`config.mk`:
```
export PLATFORM = sky130hd
export DESIGN_NAME = ipsd_match
export DESIGN_NICKNAME = d
export VERILOG_FILES = /design/src/rtl/ipsd_pkg.sv /design/src/rtl/ipsd_match.sv
export SDC_FILE = /design/constraint.sdc
export NUM_CORES = 1
export LEC_CHECK = 0
export BUFFER_PORTS_ARGS = -buffer_cell sky130_fd_sc_hd__buf_2
export CORE_ASPECT_RATIO = 1.2
export CORE_MARGIN = 2
export CORE_UTILIZATION = 35
export DETAILED_ROUTE_END_ITERATION = 8
export PLACE_DENSITY = 0.82
export SLEW_MARGIN = 25
export SYNTH_ARGS = -nofsm -noshare
export SYNTH_HDL_FRONTEND = slang
export SYNTH_SLANG_ARGS = --single-unit
```
`constraint.sdc`:
```
create_clock -name vclk -period 2.2
set_input_delay 0.44 -clock vclk [all_inputs]
set_output_delay 0.44 -clock vclk [all_outputs]
set_load 0.02 [all_outputs]
```
`src/rtl/ipsd_pkg.sv`:
```
`default_nettype none
package ipsd_pkg;

   localparam int MAX_ADDRESSES_DEF = 64;
   localparam int OCTET_W           = 8;
   localparam int OCTETS_PER_KEY    = 4;
   localparam int KEY_W             = OCTET_W * OCTETS_PER_KEY;
   localparam int CSR_INDEX_W       = 2;

   localparam logic [OCTET_W-1:0] FIRST_OCTET_RST = 8'd1;
   localparam logic [OCTET_W-1:0] PAIR_FIRST_RST  = 8'd46;
   localparam logic [OCTET_W-1:0] PAIR_SECOND_RST = 8'd70;
   localparam logic [OCTET_W-1:0] ANY_OCTET_RST   = 8'd46;

   localparam logic [CSR_INDEX_W-1:0] CSR_FIRST_OCTET = 2'd0;
   localparam logic [CSR_INDEX_W-1:0] CSR_PAIR_FIRST  = 2'd1;
   localparam logic [CSR_INDEX_W-1:0] CSR_PAIR_SECOND = 2'd2;
   localparam logic [CSR_INDEX_W-1:0] CSR_ANY_OCTET   = 2'd3;

   typedef struct packed {
      logic [OCTET_W-1:0] octet_a;
      logic [OCTET_W-1:0] octet_b;
      logic [OCTET_W-1:0] octet_c;
      logic [OCTET_W-1:0] octet_d;
      logic               end_of_set;
   } req_type;

   typedef struct packed {
      logic [OCTET_W-1:0] out_a;
      logic [OCTET_W-1:0] out_b;
      logic [OCTET_W-1:0] out_c;
      logic [OCTET_W-1:0] out_d;
      logic               hit_first;
      logic               hit_pair;
      logic               hit_any;
      logic               dropped;
      logic               final_res;
   } rsp_type;

   typedef struct packed {
      logic [OCTET_W-1:0] first_octet_value;
      logic [OCTET_W-1:0] pair_first_value;
      logic [OCTET_W-1:0] pair_second_value;
      logic [OCTET_W-1:0] any_octet_value;
   } cfg_type;

   typedef struct packed {
      logic hit_first;
      logic hit_pair;
      logic hit_any;
   } hits_type;

   // control broadcast to every cell
   typedef struct packed {
      logic insert;
      logic drain;
   } cell_ctl_type;

   typedef enum logic {
      ST_IDLE,
      ST_DRAIN
   } state_type;

endpackage
`default_nettype wire

```
`src/rtl/ipsd_match.sv`:
```
`default_nettype none
module ipsd_match
   import ipsd_pkg::*;
(
   input  wire logic [KEY_W-1:0] key,
   input  wire cfg_type          cfg,
   output hits_type              hits
);

   logic [OCTET_W-1:0] a, b, c, d;

   assign a = key[4*OCTET_W-1:3*OCTET_W];
   assign b = key[3*OCTET_W-1:2*OCTET_W];
   assign c = key[2*OCTET_W-1:OCTET_W];
   assign d = key[OCTET_W-1:0];

   assign hits.hit_first = (a == cfg.first_octet_value);
   assign hits.hit_pair  = (a == cfg.pair_first_value) && (b == cfg.pair_second_value);
   assign hits.hit_any   = (a == cfg.any_octet_value) || (b == cfg.any_octet_value) ||
                           (c == cfg.any_octet_value) || (d == cfg.any_octet_value);

endmodule
`default_nettype wire

```
# After elaboration in Yosys (flattened, before gate mapping)

Cells that the tools add are included.

Register bits: 0
Bits in latches: 0
Memory bits (writable): 0
Memory bits (read-only): 0
Input bits: 64
Output and inout bits: 3
Word-level logic and storage cells: 11
Memories: 0

$add $sub $neg: 0
$mul: 0
Div/mod/pow operators: 0
$lt $le $gt $ge: 0
Equal/unequal tests: 7
Shift operators: 0
Mux-type cells: 0
Bitwise operators: 0
Reductions and logical operators: 4

Operators with widths:

| cell                | count |
|---|---|
| equality test 8 bit | 7 |
| logical OR 1 bit    | 3 |
| logical AND 1 bit   | 1 |

# Longest topological paths before layout

Word-level depth: 4
Depth in mapped cells: 4
Depth with buffers taken out: 4

# Least setup slack after synthesis

No wires, ideal clock.

Path kind: in2out
Start: in key[31]
End: out hits[1] (netlist name)
Arrival: 1.401 ns
Slack: 0.359 ns
Stages on the path: 3
Path buffers: 0
Path through: xnor2_1 nand4_1 nor4_1

RTL lines:

| what               | RTL line        | source |
|---|---|---|
| start: declaration | ipsd_match.sv:5 | `input wire logic [KEY_W-1:0] key,` |
| end: declaration   | ipsd_match.sv:7 | `output hits_type hits` |

==> results_dict.tcl <==
set metrics [dict create \
    outcome "finished clean" \
    netSwitchingPower_mw 0.08206 \
    start_util_pct 37.12 \
    finalCritPeriodShare_pct 85.57 \
    worstPathArrival_ns 1.44 \
    slew_viol_final 0 \
    synth_cell_type_count 6 \
    cp-end-kind "output port" \
    path_max_fanout 4 \
    synth_area_leaders "xor2_1 (46%), xnor2_1 (34%), nor4_1 (9.2%)" \
    drtIter0Drc 6 \
    tns_ns 0 \
    intPower_mw 0.09817 \
    ctsHoldBuffers 0 \
    vias_per_cell 4.827 \
    finalWirelength_microns 1921 \
    grt_max_degree 5 \
    fin_nets 210 \
    ios 67 \
    postSynthAreaPerCell_sq_um 7.913 \
    die_h_microns 49.71 \
    synth_seq_area_share_pct 0 \
    setup_ws_ns 0.3175 \
    nClkBuffers 0 \
    route.detailed.drc 0 \
    worstPathRequired_ns 1.76 \
    post-place-ws_ns 0.3169 \
    clkPwrFrac_pct 0 \
    setup_viol 0 \
    cts_resized 0 \
    dieArea_sq_um 2092 \
    wire_per_inst_microns 11.86 \
    synthesis.area_sq_um 609.3 \
    seq_cell_count 0 \
    synth_top_area_share_pct 46.00 \
    critPathTopFamily "simple AND/OR/NAND/NOR gates" \
    syn_inst 77 \
    ir_drop_mv 0.1109 \
    track_usage_pct 18.45 \
    hold_violations 0 \
    num_vias 782 \
    crit_type "in -> out" \
    ant_nets 0 \
    syn_to_final_growth_pct 58.73 \
    dr.pass1.iters 2 \
    post-synth-top-area-cell "xor2_1" \
    p_seq_share_pct 0 \
    yosysMostFrequentCell "xor2_1" \
    cap_violations 0 \
    post_cts_buffers 0 \
    leakage_nw 0.4698 \
    combPwrFrac_pct 100.0 \
    timing_worst_slew_pin_value_ns 0.2969 \
    yosys_warnings 0 \
    start_kind "input pin" \
    core_area_sq_um 1642 \
    grt_pass1_wl_microns 3132 \
    synth_nets 141 \
    crit_slowest_cell "nor4_1" \
    swShare_pct 45.53 \
    path_cells "buf_2, xor2_1, nor4_1, nand2_1, nand4_1, buf_2" \
    power_density_nw_per_um2 186.3 \
    synth_common_cells "xor2_1 (32), xnor2_1 (24), nor4_1 (9)" \
    grt_pass1_vias 799 \
    min_path_type "in -> out" \
    crit_top_cell "buf_2" \
    seq_area_sq_um 0 \
    dp_hpwl_microns 1788 \
    max_stage_delay_ns 0.33 \
    dieWidth_microns 42.09 \
    whs_ns 1.265 \
    grt.overflow.total 0 \
    period_needed_ns 1.882 \
    num_antenna_cells 0 \
    rsz0062_at_grt "no" \
    maxSlewHeadroom_pct 80.02 \
    place_congestion 0.6965 \
    max_freq_mhz 531.2 \
    drive_gt1_share_pct 46.53 \
    io_buffers 67 \
    antenna_found_initial 0 \
    path_buf_inv 2 \
    row_count 16 \
]
[layer usage]
| layer | part of all wire [%] | GRT usage (%) |
|---|---|---|
| met5 | 0 | 0 |
| met4 | 1.8 | 4.688 |
| met3 | 8.3 | 1.465 |
| met2 | 54 | 38.28 |
| met1 | 36 | 19.12 |
[per-stage QoR]
stage                     cell area, sq um  total power, mW  cells  utilization (%)
after floorplan                      609.3          0.08421     77                -
after global placement               967.2           0.1744    162            58.92
after detailed placement             967.2           0.1808    162            58.92
after CTS                            967.2           0.1822    162            58.92
after global routing                 967.2           0.1997    162            58.92
final                                967.2           0.1802    162            58.92
[kinds of logic after synthesis]
| logic type | count (synthesis) | synth area share [%] |
|---|---|---|
| AND/OR/NAND/NOR | 21 | 19.50 |
| XOR/XNOR | 56 | 80.49 |
[cell type report]
| type | count | area [sq um] |
|---|---|---|
| well taps | 18 | 22.52 |
| multi-input cells | 77 | 609.3 |
| repair buffers | 67 | 335.3 |
| fillers | 158 | 674.4 |
[cells in the final DEF (no fill, tap or decap)]
cell type   n
nand4_1     7
xor2_1     32
buf_2      67
xnor2_1    24
nand2_1     4
nor4_1      9
nor2_1      1
[worst paths after layout]
kind	slack, ns	cells past startpoint	endpoint	from
setup / recovery	0.32	6	hits[0]	cfg[6]
hold / removal	1.26	5	hits[2]	cfg[25]
[power by group through the flow]
stage,Sequential (mW),Clock (mW),Combinational (mW)
finish,0,0,0.180
global route,0,0,0.200
CTS,0,0,0.182
detailed placement,0,0,0.181
global placement,0,0,0.174
floorplan,0,0,0.0842
Power figures use the tool's default switching activity.
