<file path="src/rtl/ipsd_pkg.sv">
`default_nettype none
package ipsd_pkg;

   localparam int MAX_ADDRESSES_DEF = 64;
   localparam int OCTET_W           = 8;
   localparam int OCTETS_PER_KEY    = 4;
   localparam int KEY_W             = OCTET_W * OCTETS_PER_KEY;
   localparam int CSR_INDEX_W       = 2;

   localparam logic [OCTET_W-1:0] FIRST_OCTET_RST = 8'd1;
   localparam logic [OCTET_W-1:0] PAIR_FIRST_RST  = 8'd46;
   localparam logic [OCTET_W-1:0] PAIR_SECOND_RST = 8'd70;
   localparam logic [OCTET_W-1:0] ANY_OCTET_RST   = 8'd46;

   localparam logic [CSR_INDEX_W-1:0] CSR_FIRST_OCTET = 2'd0;
   localparam logic [CSR_INDEX_W-1:0] CSR_PAIR_FIRST  = 2'd1;
   localparam logic [CSR_INDEX_W-1:0] CSR_PAIR_SECOND = 2'd2;
   localparam logic [CSR_INDEX_W-1:0] CSR_ANY_OCTET   = 2'd3;

   typedef struct packed {
      logic [OCTET_W-1:0] octet_a;
      logic [OCTET_W-1:0] octet_b;
      logic [OCTET_W-1:0] octet_c;
      logic [OCTET_W-1:0] octet_d;
      logic               end_of_set;
   } req_type;

   typedef struct packed {
      logic [OCTET_W-1:0] out_a;
      logic [OCTET_W-1:0] out_b;
      logic [OCTET_W-1:0] out_c;
      logic [OCTET_W-1:0] out_d;
      logic               hit_first;
      logic               hit_pair;
      logic               hit_any;
      logic               dropped;
      logic               final_res;
   } rsp_type;

   typedef struct packed {
      logic [OCTET_W-1:0] first_octet_value;
      logic [OCTET_W-1:0] pair_first_value;
      logic [OCTET_W-1:0] pair_second_value;
      logic [OCTET_W-1:0] any_octet_value;
   } cfg_type;

   typedef struct packed {
      logic hit_first;
      logic hit_pair;
      logic hit_any;
   } hits_type;

   // control broadcast to every cell
   typedef struct packed {
      logic insert;
      logic drain;
   } cell_ctl_type;

   typedef enum logic {
      ST_IDLE,
      ST_DRAIN
   } state_type;

endpackage
`default_nettype wire

</file>
<file path="src/rtl/ipsd_cell.sv">
`default_nettype none
module ipsd_cell
   import ipsd_pkg::*;
(
   input  wire logic             clock,
   input  wire logic             reset,
   input  wire cell_ctl_type     ctl,
   input  wire logic [KEY_W-1:0] new_key,
   input  wire logic             prev_keeps,
   input  wire logic             prev_valid,
   input  wire logic [KEY_W-1:0] prev_key,
   input  wire logic             next_valid,
   input  wire logic [KEY_W-1:0] next_key,
   output logic                  valid,
   output logic [KEY_W-1:0]      key,
   output logic                  keeps
);

   logic             valid_ff, valid_in;
   logic [KEY_W-1:0] key_ff, key_in;

   // entry stays put when it is at least as large as the arriving key
   assign keeps = valid_ff && (key_ff >= new_key);

   always_comb begin
      valid_in = valid_ff;
      key_in   = key_ff;
      if (ctl.insert && !keeps) begin
         if (prev_keeps) begin
            valid_in = 1'b1;
            key_in   = new_key;
         end else begin
            valid_in = prev_valid;
            key_in   = prev_key;
         end
      end else if (ctl.drain) begin
         valid_in = next_valid;
         key_in   = next_key;
      end
   end

   always_ff @(posedge clock) begin
      if (reset) begin
         valid_ff <= 1'b0;
      end else begin
         valid_ff <= valid_in;
      end
      key_ff <= key_in;
   end

   assign valid = valid_ff;
   assign key   = key_ff;

endmodule
`default_nettype wire

</file>
<file path="config.mk">
export PLATFORM = sky130hd
export DESIGN_NAME = ipsd_cell
export DESIGN_NICKNAME = d
export VERILOG_FILES = /design/src/rtl/ipsd_pkg.sv /design/src/rtl/ipsd_cell.sv
export SDC_FILE = /design/constraint.sdc
export NUM_CORES = 1
export LEC_CHECK = 0
export BUFFER_PORTS_ARGS = -buffer_cell sky130_fd_sc_hd__buf_2
export CORE_MARGIN = 2
export CORE_UTILIZATION = 47
export CTS_CLUSTER_SIZE = 40
export DETAILED_ROUTE_END_ITERATION = 12
export PLACE_DENSITY = 0.82
export SLEW_MARGIN = 0
export SYNTH_ARGS = -nofsm -noshare
export SYNTH_HDL_FRONTEND = slang
export SYNTH_SLANG_ARGS = --single-unit
</file>
<file path="constraint.sdc">
create_clock -name clock -period 3 [get_ports clock]
set_clock_uncertainty 0.15 [all_clocks]
set_input_delay 0.45 -clock clock [delete_from_list [all_inputs] [get_ports clock]]
set_output_delay 0.45 -clock clock [all_outputs]
set_load 0.05 [all_outputs]
</file>
Yosys cells after proc, flatten, opt, wreduce, memory -nomap -nowiden
Index checks and enable logic that the tools add are counted.
Storage, ports and cells
  word-level logic and storage cells: 13
  output and inout bits: 34
  bits of input ports: 103
  flip-flop bits (word level): 33
Operators by class
  order comparisons: 1
  reductions and logical operators: 4
  muxes and demuxes: 6
Operator list (number)
  2-to-1 mux 32 bit: 3
  greater-or-equal comparator 32 bit: 1
  2-to-1 mux 1 bit: 3
  logical AND 1 bit: 2
  nonzero test 2 bit: 1
  zero test 1 bit: 1

Depth between registers and ports, before layout
  word-level depth: 5
  mapped depth: 9
  depth with buffers taken out: 8

Worst setup path before layout
OpenSTA, ideal clock, no wires.
  kind: reg-to-reg
  start point: register key_ff[0] (netlist: key[0])
  end point: register key_ff[0] (netlist: key[0]), enable pin
  setup time: 0.375 ns
  data arrival time: 2.593 ns
  required time: 2.475 ns
  setup slack: -0.118 ns
  clock period less this slack: 3.118 ns
  path buffers: 1
  stages on the path, launching flop included: 10
  cells stage by stage: edfxtp_1 inv_1 ha_1 nand2b_4 a2111oi_2 nand4b_1 a31oi_4 nor2_8 buf_12 or2_2
Between the ends
  longest elaborated chain between the ends: 5
RTL lines
  start, declared: line ipsd_cell.sv:20  | logic [KEY_W-1:0] key_ff, key_in;
  start signal, assigned: line ipsd_cell.sv:48  | key_ff <= key_in;
  greater-or-equal comparator 32 bit: line ipsd_cell.sv:23  | assign keeps = valid_ff && (key_ff >= new_key);
  logical AND 1 bit: line ipsd_cell.sv:23
  zero test 1 bit: line ipsd_cell.sv:28  | if (ctl.insert && !keeps) begin
  logical AND 1 bit: line ipsd_cell.sv:28
  nonzero test 2 bit (no line)
Every way passes these cells.
A chain may end at the register's enable or synchronous reset.

Worst setup path in the final report
  start point: register key_ff[31] (netlist: key[31])
  end point: output keeps
Between the ends
  longest elaborated chain between the ends: 2
RTL lines
  greater-or-equal comparator 32 bit: line ipsd_cell.sv:23
  logical AND 1 bit: line ipsd_cell.sv:23
  end, declared: line ipsd_cell.sv:16  | output logic keeps
Every way passes these cells.

==> impl_metrics.json <==
{
  "wl_per_cell_um": 14.12,
  "die-area_sq_mm": 0.006549,
  "drt_iter0_drc": 58,
  "core_region_area_sq_mm": 0.005816,
  "clk_latency_ns": 0.29,
  "antenna_left": 0,
  "rr_endpoint": "key[31]",
  "overflow": 0,
  "path_depth": 8,
  "cp_slowest_cell": "edfxtp_1",
  "routedLengthMet1_mm": 2.512,
  "finalSetupTns_ns": 0,
  "tightest_slew_ns": 0.8025,
  "cts_hold_buf": 0,
  "critPathArrivalTime_ns": 2.19,
  "gp_congestion": 0.7332,
  "num_rows": 28,
  "maxSlewViolCount": 0,
  "max_cap_viol_count": 0,
  "ys_warn_count": 0,
  "wl_mm": 6.254,
  "max_stage_delay_ns": 0.40,
  "cp_max_fo": 3,
  "status": "completed",
  "dieHeight_um": 80.93,
  "power.leakage_nw": 1.861,
  "rsz0062_at_grt": "false",
  "hold_viol": 0,
  "hp-class": "input pin to flip-flop",
  "dpl.cell_count": 435,
  "cts_made_buffers": 5,
  "finalSetupViolations": 0,
  "power.density_mw_per_mm2": 446.3,
  "timing.critical_path.from": "key[31]",
  "grt_pass1_wl_mm": 9.722,
  "min_period_ns": 2.793,
  "startpoint_type": "flip-flop",
  "peakVddDrop_v": 0.0002506,
  "clk_pin_slew_worst_paths_ns": 0.07,
  "clock_sinks": 33,
  "cp_data_required_time_ns": 2.40,
  "ys_seq_area_share_pct": 35.27,
  "vias": 2236,
  "grt_usage_pct": 19.33,
  "route.met2.wl_mm": 3.175,
  "hp-start": "reset",
  "syn_area_sq_mm": 0.002781,
  "reg2reg_depth": 8,
  "firstDrtPassIters": 5,
  "yosys_register_bits": 33,
  "cts_root_buf": "clkbuf_8",
  "path_buf_inv": 1,
  "rrSetupSlack_ns": 0.34,
  "ys_types": 30,
  "grt_start_max_net_pins": 34,
  "slew_headroom_pct": 46.50,
  "cts_tree": "yes",
  "ys_top_cells_by_area": "edfxtp_1 (35%), mux2_4 (15%), mux2_2 (15%)",
  "timing.rr.start": "key[17]",
  "pin_count": 137,
  "dp_hpwl_mm": 5.094,
  "nNetsFinal": 502,
  "path_class": "flip-flop to output port",
  "grt_pass1_vias": 2251,
  "fin_cells": 443,
  "via_per_inst": 5.047,
  "endpoint_kind": "output port",
  "crit_chain": "ha_1 > and4_1 > nand3_2 > nand3b_1 > a31oi_4 > nor2_1 > nand2_1 > buf_4",
  "synth_top_area_share_pct": 34.55,
  "initial_core_util_pct": 47.83,
  "endpoint": "keeps",
  "antenna_found_initial": 0,
  "die_x_um": 80.93,
  "finalCritPeriodShare_pct": 93.09,
  "layout-drive-gt1-share_pct": 58.97,
  "post_synth.cell_area_avg_sq_um": 12.25,
  "maxUsedRoutingLayer": "met4",
  "syn_inst": 227,
  "synth_top_area_cell": "edfxtp_1",
  "antenna_cells": 0,
  "max_freq_mhz": 358.1,
  "cts_max_path_buffers": 2,
  "path_delay_family": "simple AND/OR/NAND/NOR gates",
  "port_buffers": 136,
  "met3WireLength_um": 470,
  "drc": 0,
  "h-tree-depth": 2,
  "syn2layout_area_growth_pct": 31.44,
  "synth.net_count": 362
}
layout make-up:
cell class	count	area, sq um
Sequential cell	33	980.9
Multi-Input combinational cell	154	1604
Timing Repair Buffer	140	763.2
Tap cell	75	93.84
Inverter	33	123.9
Fill cell	508	2160
Clock buffer	8	90.09
registers in the layout, indices dropped and copies added (netlist names):
signal  count
key        32
valid       1
cells in the final DEF (no fill, tap or decap), types with 4 or more instances in the layout:
cell type / synthesis / final
buf_2: 0 / 135
mux2_2: 36 / 36
inv_1: 33 / 33
ha_1: 32 / 32
edfxtp_1: 32 / 32
mux2_4: 28 / 28
a21oi_1: 15 / 15
nand2_1: 10 / 10
o21ai_0: 6 / 6
clkbuf_8: 0 / 6
nor2_1: 5 / 5
and4_1: 4 / 4
buf_12: 3 / 4
routing by layer:
layer	vias to the layer above	track usage, %
met3	11	5.333
li1	1111	-
met1	1022	20.94
met2	92	36.28
met4	0	5.932
met5	-	0
cell families (layout without fill, tap and decap cells):
| group | after synthesis | after routing | share of synthesized area, % |
|---|---|---|---|
| and+or+nand+nor | 29 | 29 | 6.523 |
| buffers and inverters | 40 | 181 | 7.152 |
| adders and majority gates | 32 | 32 | 14.39 |
| DFF | 33 | 33 | 35.27 |
| AOI/OAI and AO/OA | 28 | 28 | 6.612 |
| muxes | 65 | 65 | 30.05 |
report_power, final:
| group | internal (mW) | switching, mW | total [mW] |
|---|---|---|---|
| clock | 0.187 | 0.169 | 0.357 |
| sequential | 0.577 | 0.0305 | 0.608 |
| combinational | 0.276 | 0.391 | 0.667 |
metrics by stage:
step	total power [mW]	area (sq um)	util, %	setup slack (ns)	hold slack [ns]
4_1_cts	1.651	3654	62.82	0.1156	0.2073
5_1_grt	1.727	3656	62.87	0.02307	0.2136
6_report	1.632	3656	62.87	0.2074	0.2138
3_5_place_dp	1.290	3563	61.27	0.1203	0.4338
2_1_floorplan	1.104	2784	-	0.06099	0.4037
3_3_place_gp	1.273	3563	61.27	0.1710	0.4216
synthesized netlist by cell type:
master	n
buf_12	3
a2111oi_2	1
clkbuf_1	4
nand4b_1	1
o31ai_1	1
o21ai_0	6
inv_1	33
nand2b_4	1
a221oi_1	1
nor2_8	1
a31oi_4	1
a21oi_1	15
nand4_1	1
mux2_4	28
nand3_2	1
o211ai_2	1
or2_2	1
mux2_2	36
ha_1	32
edfxtp_1	32
nand2_1	10
mux2i_1	1
a32oi_1	1
nand3_1	2
or4_1	1
o21ai_1	1
nand3b_1	1
and4_1	4
dfxtp_1	1
nor2_1	5
worst min-delay path by stage:
stage / endpoint / slack (ns) / depth (start not counted)
global placement: valid / 0.42 / 2
CTS: valid / 0.21 / 2
global route: valid / 0.21 / 2
detailed placement: valid / 0.43 / 2
finish: valid / 0.21 / 2
floorplan: valid / 0.40 / 1
what timing repair did:
| item | CTS | global route |
|---|---|---|
| resized for setup | 0 | 2 |
| buffers inserted | 0 | 0 |
| endpoints found under the setup margin | 0 | 1 |
No activity file was read; power rests on OpenSTA's default activity.
